### src/rtl/bblru_pkg.sv
package bblru_pkg;
   localparam int ENTRIES = 16;
   localparam int IDX_W = $clog2(ENTRIES);
   localparam int RANK_W = $clog2(ENTRIES);
   localparam int CNT_W = $clog2(ENTRIES + 1);
   localparam int SIDE_W = 13;
   localparam int SIZE_W = 27;
   localparam int MAX_SIDE = 4096;
   localparam logic [SIZE_W-1:0] SIZE_LIMIT = {SIZE_W{1'b1}};
   localparam logic [4:0] EVICT_LIMIT = 5'd31;
   localparam logic [31:0] BUDGET_RESET = 32'd67108864;

   typedef enum logic [2:0] {
      MODE_PUT = 3'd0,
      MODE_GET = 3'd1,
      MODE_REMOVE = 3'd2,
      MODE_CLEAR = 3'd3,
      MODE_MARK = 3'd4,
      MODE_MARK_ALL = 3'd5,
      MODE_CLEAN = 3'd6,
      MODE_EVICT = 3'd7
   } mode_type;

   typedef enum logic [3:0] {
      ST_IDLE,
      ST_MUL,
      ST_SCAN,
      ST_DECIDE,
      ST_DROP,
      ST_FIND_OLD,
      ST_INSERT,
      ST_CLEAN,
      ST_DONE
   } state_type;

   typedef struct packed {
      logic [2:0] mode;
      logic [31:0] key_tag;
      logic [SIDE_W-1:0] image_width;
      logic [SIDE_W-1:0] image_height;
   } req_word_type;

   typedef struct packed {
      logic status;
      logic found;
      logic entry_dirty;
      logic [SIZE_W-1:0] entry_bytes;
      logic [4:0] evicted_count;
      logic [31:0] memory_in_use;
      logic [31:0] hit_total;
      logic [31:0] miss_total;
   } rsp_word_type;
endpackage

### src/rtl/bblru_if.sv
interface bblru_req_if;
   import bblru_pkg::*;
   logic valid;
   logic ready;
   req_word_type data;
   modport source (output valid, output data, input ready);
   modport sink (input valid, input data, output ready);
endinterface

interface bblru_rsp_if;
   import bblru_pkg::*;
   logic valid;
   logic ready;
   rsp_word_type data;
   modport source (output valid, output data, input ready);
   modport sink (input valid, input data, output ready);
endinterface

### src/rtl/byte_budget_lru_cache.sv
// Image cache tag table held within a byte budget, least-recently-used eviction.
// req: one word per operation (mode, key_tag, image_width, image_height),
//   accepted when req.valid and req.ready are both high.
// rsp: one word per operation, held in an output register until taken.
// csr: APB-style port, byte_budget at address 0; pready is always high.
// Operation: an operation walks the 16-entry table one entry per cycle through a
//   single compare/update datapath. Every operation starts with a lookup pass;
//   each eviction adds an oldest-entry scan plus a drop step; a put adds a
//   multiply, a fit-check and an insert step; clean dirty adds a second pass
//   that drops the dirty entries. The result word is loaded in the done state.
// req.ready is high only while idle; the next word can be taken in the cycle
//   after the result is loaded.
// Reset: all entries invalid, byte count and hit/miss totals zero, budget
//   67108864. No clearing pass is needed.
// Stall: when rsp.ready is low the result word holds; one more word may be
//   taken and run, then it holds in its final step until the register frees.
module byte_budget_lru_cache (
   input  logic clock,
   input  logic reset,
   bblru_req_if.sink req,
   bblru_rsp_if.source rsp,
   input  logic csr_psel,
   input  logic csr_penable,
   input  logic csr_pwrite,
   input  logic [1:0] csr_paddr,
   input  logic [31:0] csr_pwdata,
   output logic [31:0] csr_prdata,
   output logic csr_pready
);
   import bblru_pkg::*;

   // table storage: valid bits reset, payload does not
   logic [ENTRIES-1:0] valid_ff, valid_in;
   logic [31:0] key_ff [ENTRIES];
   logic [SIZE_W-1:0] size_ff [ENTRIES];
   logic [ENTRIES-1:0] dirty_ff;
   logic [RANK_W-1:0] rank_ff [ENTRIES];

   state_type state_ff, state_in;
   req_word_type op_ff, op_in;
   logic [31:0] budget_ff, budget_in;
   logic [31:0] used_ff, used_in;
   logic [31:0] hits_ff, hits_in, miss_ff, miss_in;
   logic [IDX_W-1:0] ptr_ff, ptr_in;
   logic [IDX_W-1:0] hit_idx_ff, hit_idx_in;
   logic hit_ff, hit_in;
   logic [IDX_W-1:0] best_ff, best_in;
   logic best_ok_ff, best_ok_in;
   logic [SIZE_W-1:0] need_ff, need_in;
   logic [4:0] evict_ff, evict_in;
   logic rsp_valid_ff, rsp_valid_in;
   rsp_word_type rsp_ff, rsp_in;

   // per-cycle entry update requests
   logic do_drop, do_touch, do_insert, do_mark, do_mark_all, do_clear;
   logic [IDX_W-1:0] tgt;
   logic [RANK_W-1:0] tgt_rank;

   logic last;
   logic [CNT_W-1:0] nvalid;
   logic [IDX_W-1:0] free_idx;
   logic free_ok;
   logic [25:0] wsat, hsat;
   logic [SIZE_W+5:0] prod;
   logic cfg_wr;

   assign cfg_wr = csr_psel && csr_penable && csr_pwrite && csr_pready;
   assign csr_pready = 1'b1;
   assign csr_prdata = (csr_paddr == 2'd0) ? budget_ff : 32'd0;
   assign budget_in = (cfg_wr && csr_paddr == 2'd0) ? csr_pwdata : budget_ff;

   assign last = (ptr_ff == IDX_W'(ENTRIES - 1));
   assign req.ready = (state_ff == ST_IDLE);
   assign rsp.valid = rsp_valid_ff;
   assign rsp.data = rsp_ff;

   always_comb begin
      nvalid = '0;
      free_ok = 1'b0;
      free_idx = '0;
      for (int j = ENTRIES - 1; j >= 0; j--) begin
         nvalid = nvalid + CNT_W'(valid_ff[j]);
         if (!valid_ff[j]) begin
            free_ok = 1'b1;
            free_idx = IDX_W'(j);
         end
      end
   end

   always_comb begin
      wsat = (op_ff.image_width > SIDE_W'(MAX_SIDE)) ? 26'(MAX_SIDE)
                                                      : 26'(op_ff.image_width);
      hsat = (op_ff.image_height > SIDE_W'(MAX_SIDE)) ? 26'(MAX_SIDE)
                                                       : 26'(op_ff.image_height);
      prod = (SIZE_W+6)'(wsat * hsat) << 2;
   end

   always_comb begin
      logic over;
      state_in = state_ff;
      op_in = op_ff;
      used_in = used_ff;
      hits_in = hits_ff;
      miss_in = miss_ff;
      ptr_in = ptr_ff;
      hit_idx_in = hit_idx_ff;
      hit_in = hit_ff;
      best_in = best_ff;
      best_ok_in = best_ok_ff;
      need_in = need_ff;
      evict_in = evict_ff;
      rsp_valid_in = rsp_valid_ff;
      rsp_in = rsp_ff;
      do_drop = 1'b0;
      do_touch = 1'b0;
      do_insert = 1'b0;
      do_mark = 1'b0;
      do_mark_all = 1'b0;
      do_clear = 1'b0;
      tgt = hit_idx_ff;
      over = 1'b0;
      if (rsp_valid_ff && rsp.ready) rsp_valid_in = 1'b0;
      case (state_ff)
         ST_IDLE: begin
            if (req.valid && req.ready) begin
               op_in = req.data;
               ptr_in = '0;
               hit_in = 1'b0;
               evict_in = '0;
               state_in = ST_SCAN;
            end
         end
         ST_SCAN: begin
            // key lookup, one entry per cycle
            if (!hit_ff && valid_ff[ptr_ff] && key_ff[ptr_ff] == op_ff.key_tag) begin
               hit_in = 1'b1;
               hit_idx_in = ptr_ff;
            end
            ptr_in = ptr_ff + 1'b1;
            if (last) state_in = ST_DECIDE;
            if (mode_type'(op_ff.mode) == MODE_CLEAN && last) begin
               ptr_in = '0;
               state_in = ST_CLEAN;
            end
         end
         ST_DECIDE: begin
            state_in = ST_DONE;
            case (mode_type'(op_ff.mode))
               MODE_PUT: begin
                  if (op_ff.image_width != '0 && op_ff.image_height != '0) begin
                     state_in = ST_MUL;
                  end
               end
               MODE_GET: begin
                  if (hit_ff) begin
                     do_touch = 1'b1;
                     if (hits_ff != '1) hits_in = hits_ff + 1'b1;
                  end else if (miss_ff != '1) begin
                     miss_in = miss_ff + 1'b1;
                  end
               end
               MODE_REMOVE: begin
                  if (hit_ff) begin
                     do_drop = 1'b1;
                     used_in = used_ff - 32'(size_ff[hit_idx_ff]);
                  end
               end
               MODE_CLEAR: begin
                  do_clear = 1'b1;
                  used_in = '0;
               end
               MODE_MARK: do_mark = hit_ff;
               MODE_MARK_ALL: do_mark_all = 1'b1;
               MODE_EVICT: begin
                  need_in = '0;
                  ptr_in = '0;
                  best_ok_in = 1'b0;
                  state_in = ST_DROP;
               end
               default: state_in = ST_DONE;
            endcase
         end
         ST_MUL: begin
            need_in = (prod > (SIZE_W+6)'(SIZE_LIMIT)) ? SIZE_LIMIT : prod[SIZE_W-1:0];
            if (hit_ff) begin
               do_drop = 1'b1;
               used_in = used_ff - 32'(size_ff[hit_idx_ff]);
            end
            state_in = ST_DROP;
         end
         ST_DROP: begin
            // check whether another eviction is needed, then drop the oldest
            if (best_ok_ff) begin
               do_drop = 1'b1;
               tgt = best_ff;
               used_in = used_ff - 32'(size_ff[best_ff]);
               if (evict_ff != EVICT_LIMIT) evict_in = evict_ff + 1'b1;
               best_ok_in = 1'b0;
            end else begin
               over = (mode_type'(op_ff.mode) == MODE_PUT)
                  ? ({1'b0, used_ff} + 33'(need_ff) > {1'b0, budget_ff})
                  : (used_ff > budget_ff);
               if (nvalid != '0 && (over ||
                   (mode_type'(op_ff.mode) == MODE_PUT && !free_ok))) begin
                  ptr_in = '0;
                  state_in = ST_FIND_OLD;
               end else begin
                  state_in = (mode_type'(op_ff.mode) == MODE_PUT) ? ST_INSERT : ST_DONE;
               end
            end
         end
         ST_FIND_OLD: begin
            if (valid_ff[ptr_ff] && (!best_ok_ff || rank_ff[ptr_ff] > rank_ff[best_ff])) begin
               best_in = ptr_ff;
               best_ok_in = 1'b1;
            end
            ptr_in = ptr_ff + 1'b1;
            if (last) state_in = ST_DROP;
         end
         ST_INSERT: begin
            do_insert = 1'b1;
            tgt = free_idx;
            used_in = used_ff + 32'(need_ff);
            state_in = ST_DONE;
         end
         ST_CLEAN: begin
            // drop dirty entries one per cycle
            if (valid_ff[ptr_ff] && dirty_ff[ptr_ff]) begin
               do_drop = 1'b1;
               tgt = ptr_ff;
               used_in = used_ff - 32'(size_ff[ptr_ff]);
               if (evict_ff != EVICT_LIMIT) evict_in = evict_ff + 1'b1;
            end
            ptr_in = ptr_ff + 1'b1;
            if (last) state_in = ST_DONE;
         end
         ST_DONE: begin
            // hold here while the previous result word still waits
            if (!rsp_valid_ff || rsp.ready) begin
               rsp_valid_in = 1'b1;
               rsp_in.status = (mode_type'(op_ff.mode) == MODE_PUT) &&
                               (op_ff.image_width == '0 || op_ff.image_height == '0);
               rsp_in.found = hit_ff && (mode_type'(op_ff.mode) == MODE_PUT ||
                              mode_type'(op_ff.mode) == MODE_GET ||
                              mode_type'(op_ff.mode) == MODE_REMOVE ||
                              mode_type'(op_ff.mode) == MODE_MARK);
               rsp_in.entry_dirty = (mode_type'(op_ff.mode) == MODE_GET) && hit_ff &&
                                    dirty_ff[hit_idx_ff];
               rsp_in.entry_bytes = ((mode_type'(op_ff.mode) == MODE_GET) && hit_ff)
                                    ? size_ff[hit_idx_ff] : '0;
               rsp_in.evicted_count = evict_ff;
               rsp_in.memory_in_use = used_ff;
               rsp_in.hit_total = hits_ff;
               rsp_in.miss_total = miss_ff;
               state_in = ST_IDLE;
            end
         end
         default: state_in = ST_IDLE;
      endcase
   end

   assign tgt_rank = rank_ff[tgt];

   // entry update: all ranks shift in parallel, one entry's fields written
   always_comb begin
      valid_in = valid_ff;
      if (do_clear) valid_in = '0;
      if (do_drop) valid_in[tgt] = 1'b0;
      if (do_insert) valid_in[tgt] = 1'b1;
   end

   always_ff @(posedge clock) begin
      for (int j = 0; j < ENTRIES; j++) begin
         if (valid_ff[j]) begin
            if (do_drop && rank_ff[j] > tgt_rank) rank_ff[j] <= rank_ff[j] - 1'b1;
            if (do_touch && IDX_W'(j) != tgt && rank_ff[j] < tgt_rank)
               rank_ff[j] <= rank_ff[j] + 1'b1;
            if (do_insert) rank_ff[j] <= rank_ff[j] + 1'b1;
            if (do_mark_all) dirty_ff[j] <= 1'b1;
         end
      end
      if (do_touch) rank_ff[tgt] <= '0;
      if (do_mark) dirty_ff[tgt] <= 1'b1;
      if (do_insert) begin
         key_ff[tgt] <= op_ff.key_tag;
         size_ff[tgt] <= need_ff;
         dirty_ff[tgt] <= 1'b0;
         rank_ff[tgt] <= '0;
      end
   end

   always_ff @(posedge clock) begin
      op_ff <= op_in;
      ptr_ff <= ptr_in;
      hit_idx_ff <= hit_idx_in;
      hit_ff <= hit_in;
      best_ff <= best_in;
      need_ff <= need_in;
      evict_ff <= evict_in;
      rsp_ff <= rsp_in;
      if (reset) begin
         state_ff <= ST_IDLE;
         valid_ff <= '0;
         budget_ff <= BUDGET_RESET;
         used_ff <= '0;
         hits_ff <= '0;
         miss_ff <= '0;
         best_ok_ff <= 1'b0;
         rsp_valid_ff <= 1'b0;
      end else begin
         state_ff <= state_in;
         valid_ff <= valid_in;
         budget_ff <= budget_in;
         used_ff <= used_in;
         hits_ff <= hits_in;
         miss_ff <= miss_in;
         best_ok_ff <= best_ok_in;
         rsp_valid_ff <= rsp_valid_in;
      end
   end

`ifndef SYNTHESIS
   a_ready_idle: assert property (@(posedge clock) disable iff (reset)
      req.ready |-> (state_ff == ST_IDLE))
      else $error("ready outside idle");
   a_rsp_hold: assert property (@(posedge clock) disable iff (reset)
      (rsp.valid && !rsp.ready) |=> (rsp.valid && $stable(rsp.data)))
      else $error("result word changed while waiting");
   a_rsp_after_done: assert property (@(posedge clock) disable iff (reset)
      (state_ff == ST_DONE) |=> rsp_valid_ff)
      else $error("result lost");
   a_one_update: assert property (@(posedge clock) disable iff (reset)
      $onehot0({do_drop, do_touch, do_insert, do_mark, do_mark_all, do_clear}))
      else $error("two table updates at once");
   a_insert_free: assert property (@(posedge clock) disable iff (reset)
      do_insert |-> free_ok)
      else $error("insert into full table");
`endif
endmodule

### src/flat_wrapper.sv
// flat-port wrapper written by rule: the top's interface ports become plain ports
module byte_budget_lru_cache_flat import bblru_pkg::*;
  (clock, reset, csr_psel, csr_penable, csr_pwrite, csr_paddr, csr_pwdata, csr_prdata, csr_pready, req_valid, req_data, req_ready, rsp_valid, rsp_data, rsp_ready);
  bblru_req_if req_i ();
  bblru_rsp_if rsp_i ();
  input  logic clock;
  input  logic reset;
  input  logic csr_psel;
  input  logic csr_penable;
  input  logic csr_pwrite;
  input  logic [1:0] csr_paddr;
  input  logic [31:0] csr_pwdata;
  output logic [31:0] csr_prdata;
  output logic csr_pready;
  input wire logic [$bits(req_i.valid)-1:0] req_valid;
  input wire logic [$bits(req_i.data)-1:0] req_data;
  output wire logic [$bits(req_i.ready)-1:0] req_ready;
  output wire logic [$bits(rsp_i.valid)-1:0] rsp_valid;
  output wire logic [$bits(rsp_i.data)-1:0] rsp_data;
  input wire logic [$bits(rsp_i.ready)-1:0] rsp_ready;
  assign req_i.valid = req_valid;
  assign req_i.data = req_data;
  assign req_ready = req_i.ready;
  assign rsp_valid = rsp_i.valid;
  assign rsp_data = rsp_i.data;
  assign rsp_i.ready = rsp_ready;
  byte_budget_lru_cache u_core (.clock(clock), .reset(reset), .req(req_i), .rsp(rsp_i), .csr_psel(csr_psel), .csr_penable(csr_penable), .csr_pwrite(csr_pwrite), .csr_paddr(csr_paddr), .csr_pwdata(csr_pwdata), .csr_prdata(csr_prdata), .csr_pready(csr_pready));
endmodule
### config.mk
export PLATFORM = sky130hd
export DESIGN_NAME = byte_budget_lru_cache_flat
export DESIGN_NICKNAME = d
export VERILOG_FILES = /design/src/rtl/bblru_pkg.sv /design/src/rtl/bblru_if.sv /design/src/rtl/byte_budget_lru_cache.sv /design/src/flat_wrapper.sv
export SDC_FILE = /design/constraint.sdc
export NUM_CORES = 2
export LEC_CHECK = 0
export BUFFER_PORTS_ARGS = -buffer_cell sky130_fd_sc_hd__buf_2
export CAP_MARGIN = 20
export CORE_MARGIN = 3
export CORE_UTILIZATION = 26
export DETAILED_ROUTE_END_ITERATION = 8
export PLACE_DENSITY = 0.46
export SLEW_MARGIN = 0
export SYNTH_ARGS = -nofsm -noshare
export SYNTH_HDL_FRONTEND = slang
export SYNTH_SLANG_ARGS = --single-unit
### constraint.sdc
create_clock -name clock -period 12.05 [get_ports clock]
set_clock_uncertainty 0.05 [all_clocks]
set_input_delay 2.41 -clock clock [delete_from_list [all_inputs] [get_ports clock]]
set_output_delay 2.41 -clock clock [all_outputs]
set_load 0.1 [all_outputs]
* After elaboration in Yosys (flattened, before gate mapping)
Memory sizes are Yosys's and may differ from the RTL's. A register that Yosys moved wholly into a read port is not among the register bits.
Cells that the tools add are included.
** Storage, ports and cells
- Flip-flop bits (word level) :: 403
- Memory bits (writable) :: 1008
- Input port bits :: 102
- Output and inout port bits :: 166
- Logic and storage cells :: 631
- Memories kept :: 3
** Memory list
- u_core.key_ff :: depth 16, width 32, rd ports 1, clocked after Yosys merged registers in 1, write ports 1, RTL line byte_budget_lru_cache.sv:34 : logic [31:0] key_ff [ENTRIES];
- u_core.size_ff :: depth 16, width 27, rd ports 3, clocked after Yosys merged registers in 3, write ports 1, RTL line byte_budget_lru_cache.sv:35 : logic [SIZE_W-1:0] size_ff [ENTRIES];
- u_core.rank_ff :: depth 16, width 4, rd ports 19, clocked after Yosys merged registers in 2, write ports 17, RTL line byte_budget_lru_cache.sv:37 : logic [RANK_W-1:0] rank_ff [ENTRIES];
** Operators by class
- Add/subtract/negate cells :: 56
- Multiply operators :: 1
- $lt $le $gt $ge :: 42
- Eq/ne operators :: 48
- Muxes and demuxes :: 309
- Bitwise operators :: 39
- Reduce and logical (&&, ||, !) cells :: 106
** Operators with widths (number)
- 4-bit 2-to-1 mux :: 72
- 1-bit 2-to-1 mux :: 205
- 32-bit case mux with 5 select lines :: 1
- 32-bit 2-to-1 mux :: 4
- 32-bit by 27-bit subtractor with 32-bit output :: 3
- 16-bit 2-to-1 mux :: 5
- 5-bit by 1-bit adder with 5-bit output :: 14
- 4-bit by 1-bit adder with 4-bit output, second input constant :: 17
- 4-bit greater-than comparator :: 17
- 1-bit logical AND :: 66
- 32-bit by 1-bit adder with 32-bit output, second input constant :: 2
- 4-bit less-than comparator :: 16
- 32-bit inequality test, second input constant :: 2
- 32-bit case mux with 2 select lines :: 1
- 4-bit by 1-bit subtractor with 4-bit output, second input constant :: 16
- 27-bit 2-to-1 mux :: 2
- 27-bit case mux with 2 select lines :: 1
- 4-bit case mux with 9 select lines :: 1
- 32-bit by 27-bit adder with 33-bit output :: 1
- 33-bit by 27-bit greater-than comparator with 1-bit output, second input constant :: 1
- 33-bit by 32-bit greater-than comparator with 1-bit output :: 1
- 1-bit OR :: 33
- 32-bit by 27-bit adder with 32-bit output :: 1
- 16-bit bitwise AND :: 2
- 55 further kinds :: 117

* Longest topological paths before layout
- Depth in word-level cells :: 26
- Depth in mapped cells :: 34
- Gate-level depth less buffers :: 31

* Worst setup path before layout
Ideal clock, no wire load.
- Kind :: in2reg
- Start point :: input rsp_ready
- End point :: register u_core.rsp_ff, in the netlist u_core.rsp.data[0], enable pin
- Library setup time :: 0.634 ns
- Data arrival time :: 8.268 ns
- Data required time :: 11.366 ns
- Setup slack :: 3.097 ns
- Cell stages on the path :: 2
- Buffers on the path :: 0
- Path through :: nand2b_1 nor2b_1
** On the way
- Cells in the longest elaborated chain, start to end :: 2
** Ends and longest elaborated chain
- start: declaration :: RTL line flat_wrapper.sv:20 : input wire logic [$bits(rsp_i.ready)-1:0] rsp_ready;
- 1-bit logical OR :: RTL line byte_budget_lru_cache.sv:239 : if (!rsp_valid_ff || rsp.ready) begin
- 2-bit AND reduction (no line)
- end signal: assignment :: RTL line byte_budget_lru_cache.sv:300 : rsp_ff <= rsp_in;
- end: declaration :: RTL line byte_budget_lru_cache.sv:52 : rsp_word_type rsp_ff, rsp_in;
Every way passes these cells.
A chain may end at the register's enable or synchronous reset.

* Worst setup path after layout
- Start point :: register u_core.op_ff[12] (netlist name)
- End point :: register u_core.need_ff[7], data pin
** On the way
- Cells in the longest elaborated chain, start to end :: 6
** Ends and longest elaborated chain
- start: declaration :: RTL line byte_budget_lru_cache.sv:40 : req_word_type op_ff, op_in;
- start signal: assignment :: RTL line byte_budget_lru_cache.sv:293 : op_ff <= op_in;
- 13-bit greater-than comparator :: RTL line byte_budget_lru_cache.sv:93 : hsat = (op_ff.image_height > SIDE_W'(MAX_SIDE)) ? 26'(MAX_SIDE)
- 13-bit 2-to-1 mux * :: RTL line byte_budget_lru_cache.sv:93
- 26-bit by 26-bit multiplier with 31-bit output * :: RTL line byte_budget_lru_cache.sv:95 : prod = (SIZE_W+6)'(wsat * hsat) << 2;
- 33-bit by 27-bit greater-than comparator with 1-bit output :: RTL line byte_budget_lru_cache.sv:184 : need_in = (prod > (SIZE_W+6)'(SIZE_LIMIT)) ? SIZE_LIMIT : prod[SIZE_W-1:0];
- 27-bit 2-to-1 mux * :: RTL line byte_budget_lru_cache.sv:184
- 27-bit case mux with 2 select lines * :: RTL line byte_budget_lru_cache.sv:123 : case (state_ff)
- end signal: assignment :: RTL line byte_budget_lru_cache.sv:298 : need_ff <= need_in;
- end: declaration :: RTL line byte_budget_lru_cache.sv:49 : logic [SIZE_W-1:0] need_ff, need_in;
Every way passes the cells marked *; elsewhere a longest branch is shown, timed or not.

==> impl_metrics.yaml <==
run_status:
  status: "completed"
synth:
  synth_simple_gate_area_share_pct: 8.22
  yosysTopAreaCell: "edfxtp_1"
  postSynthAreaPerCell_sq_um: 13.8
  synth_fa_ha_area_share_pct: 9.00
  ys.warnings.count: 0
  ys_types: 100
  syn-instance-count: 5614
  ys_seq_area_share_pct: 51.3
  netlist_area_sq_mm: 0.0775
  synth_xor_area_share_pct: 2.78
  yosysTopAreaCellShare_pct: 45.1
  synthArstFlopShare_pct: 0
  synth_nets: 6191
  synth-compound-area-share_pct: 7.37
  synth-main-ff-cell: "edfxtp_1"
  synth_top_family_by_area: "multiplexers"
  synth.area.top_cells: "edfxtp_1, mux4_2, dfxtp_1"
  synthMuxAreaShare_pct: 18.1
  synth-edff-count: 1163
  synth-seq-cells: 1405
floorplanning:
  die_w_um: 552
  core_sq_mm: 0.295
  die_area_sq_mm: 0.305
  io-pin-count: 268
  start_util_pct: 26.2
  fp-row-count: 199
  dieHeight_um: 552
final_layout:
  synthToLayoutAreaGrowth_pct: 15.3
  mostFrequentLayoutCells: "edfxtp_1, mux4_2, nor2_1, nand2_1, inv_1"
  nets: 6467
  nFillCells: 29535
  final_common_cell: "edfxtp_1"
  postLayoutCoreUtil_pct: 30.3
  drive_gt1_share_pct: 21.9
  design_area_sq_mm: 0.0894
setup_path:
  crit_fanout: 36
  cp.arrival_ps: 8810
  crit_type: "reg2reg"
  crit_path_end_kind: "register"
  cp.required_ps: 12510
  r2r_cells: 21
  cp-start-kind: "register"
  rrSetupSlack_ps: 3710
route:
  drt_iter0_markers: 4494
  drc: 0
  wire_per_inst_um: 25.6
  drt-total-wl_um: 255000
  ant_nets: 0
  vias: 50663
  viasPerCell: 5.09
  first_pass_iters: 5
timing:
  finalCritPeriodShare_pct: 69.3
  setup_tns_ps: 0
  fmax_mhz: 120
  setup_slack_ps: 3710
  setup_viol: 0
  rsz0062_at_grt: "no"
  period_minus_slack_ps: 8340
  final_max_slew_viol_count: 0
  finalHoldViolCount: 0
  max_slew_margin_pct: 26.7
  worst_pin_slew_ps: 1100
clocking:
  clock-sinks: 1405
  cts_buffers: 172
  cts_setup_buffers: 0
  root_buffer: "clkbuf_16"
  clock_latency_ps: 840
  cts_tree: "built"
  post_cts_resized: 0
  htree_levels: 4
  cts.reportedPaths.clkPinSlew_ps: 50
  hold_buffers: 0
  cts_buffer_depth: 4
placement:
  post-place-ws_ps: 3720
  io_buffers: 266
  place_congestion: 0.873
  dp_hpwl_um: 165000
  placed_area_sq_mm: 0.0838
pwr:
  powerDensity_mw_per_mm2: 184
  finalPower_w: 0.0165
  ir_worst_vdd_mv: 0.116
  leakage_nw: 31.3
job:
  maxCapViolations: 0
global_route:
  grt_max_degree: 102
  grt_pass1_wl_um: 368000
  grt_pass1_vias: 51415
  grtUsageTotal_pct: 16.3
  antenna_found_initial: 16
  gr-total-overflow: 0
min_path:
  worstHoldPathCells: 2
  hp-class: "reg2reg"
Yosys cell counts, types with 34 or more instances:
master,n
edfxtp_1,1163
mux4_2,601
nor2_1,374
inv_1,349
nand2_1,349
ha_1,339
a21oi_1,254
dfxtp_1,242
clkbuf_1,195
o21ai_0,164
xnor2_1,163
fa_1,136
a21o_1,93
nor3_1,93
nand3_1,92
xor2_1,83
and2_1,74
nand4_1,70
nand2b_1,62
a31oi_1,60
nor2b_1,57
buf_1,44
and3_1,42
buf_2,40
nor4_1,34
report_power, final:
| part | leakage [nW] | internal (W) | switching, W |
|---|---|---|---|
| Sequential | 12.5 | 0.00568 | 0.000470 |
| Combinational | 16.1 | 0.00220 | 0.00302 |
| Clock | 2.67 | 0.00300 | 0.00212 |
routing by layer:
layer  wire length [um]  up-vias  share of wire (%)  GRT usage [%]
li1                   -    22268                  -              -
met1             113000    26326                 44           22.6
met2             118000     1688                 46           26.2
met3              15900      373                6.2           2.84
met4               7540        8                3.0           4.82
met5                 52        -              0.020              0
critical path, cell delays in order (launching register included):
cell and delay (ps):
edfxtp_1 800, nor2b_1 980, nand2_1 180, fa_1 550, inv_1 60, fa_1 490, fa_1 520, fa_1 490
inv_1 50, fa_1 470, inv_1 40, ha_1 320, a21o_1 200, a21o_1 170, a211o_1 310, a21oi_1 130
o21ai_1 120, a41o_1 280, a21o_1 210, or4_1 520, a21oi_2 870, a21oi_1 180
cell families (layout without fill, tap and decap cells):
| logic type | Yosys count | count (layout) |
|---|---|---|
| fa+ha+maj | 476 | 476 |
| compound gates | 877 | 877 |
| mux | 643 | 643 |
| buf+inv | 637 | 1050 |
| other cells | 1 | 12 |
| xor+xnor | 246 | 246 |
| simple gates | 1329 | 1329 |
| flops | 1405 | 1405 |
through the flow:
| step | cells | hold WS, ps |
|---|---|---|
| 3_3_place_gp | 9632 | 389 |
| 2_1_floorplan | 5614 | 358 |
| 6_report | 9957 | 401 |
| 3_5_place_dp | 9634 | 382 |
| 4_1_cts | 9945 | 396 |
| 5_1_grt | 9948 | 410 |
layout make-up:
class / instances / area (sq um) / share of cell area [%]
flip-flops and latches: 1405 / 39800 / 44.5
multi-input cells: 3572 / 35500 / 39.7
repair buffers: 390 / 2360 / 2.64
clock buffers: 225 / 4680 / 5.24
diodes: 11 / 27.5 / 0.0308
well taps: 3919 / 4900 / 5.49
clock inverters: 86 / 825 / 0.923
inverters: 349 / 1310 / 1.47
registers in the layout, indices dropped and copies added, names as in the netlist, 61 cells and up, named ones only:
name / flops
u_core.key_ff: 512
u_core.size_ff: 416
u_core.rsp.data: 130
u_core.rank_ff: 64
u_core.op_ff: 61
path summary, 6_finish.rpt:
kind / startpoint / to
worst max-delay path: u_core.op_ff[12]$_DFFE_PP_ / u_core.need_ff[7]$_SDFFCE_PN0P_
worst min-delay path: u_core.budget_ff[31]$_SDFFE_PP0P_ / u_core.budget_ff[31]$_SDFFE_PP0P_
worst max register to register: u_core.op_ff[12]$_DFFE_PP_ / u_core.need_ff[7]$_SDFFCE_PN0P_
worst min register to register: u_core.budget_ff[31]$_SDFFE_PP0P_ / u_core.budget_ff[31]$_SDFFE_PP0P_
No activity file was read; power rests on OpenSTA's default activity.
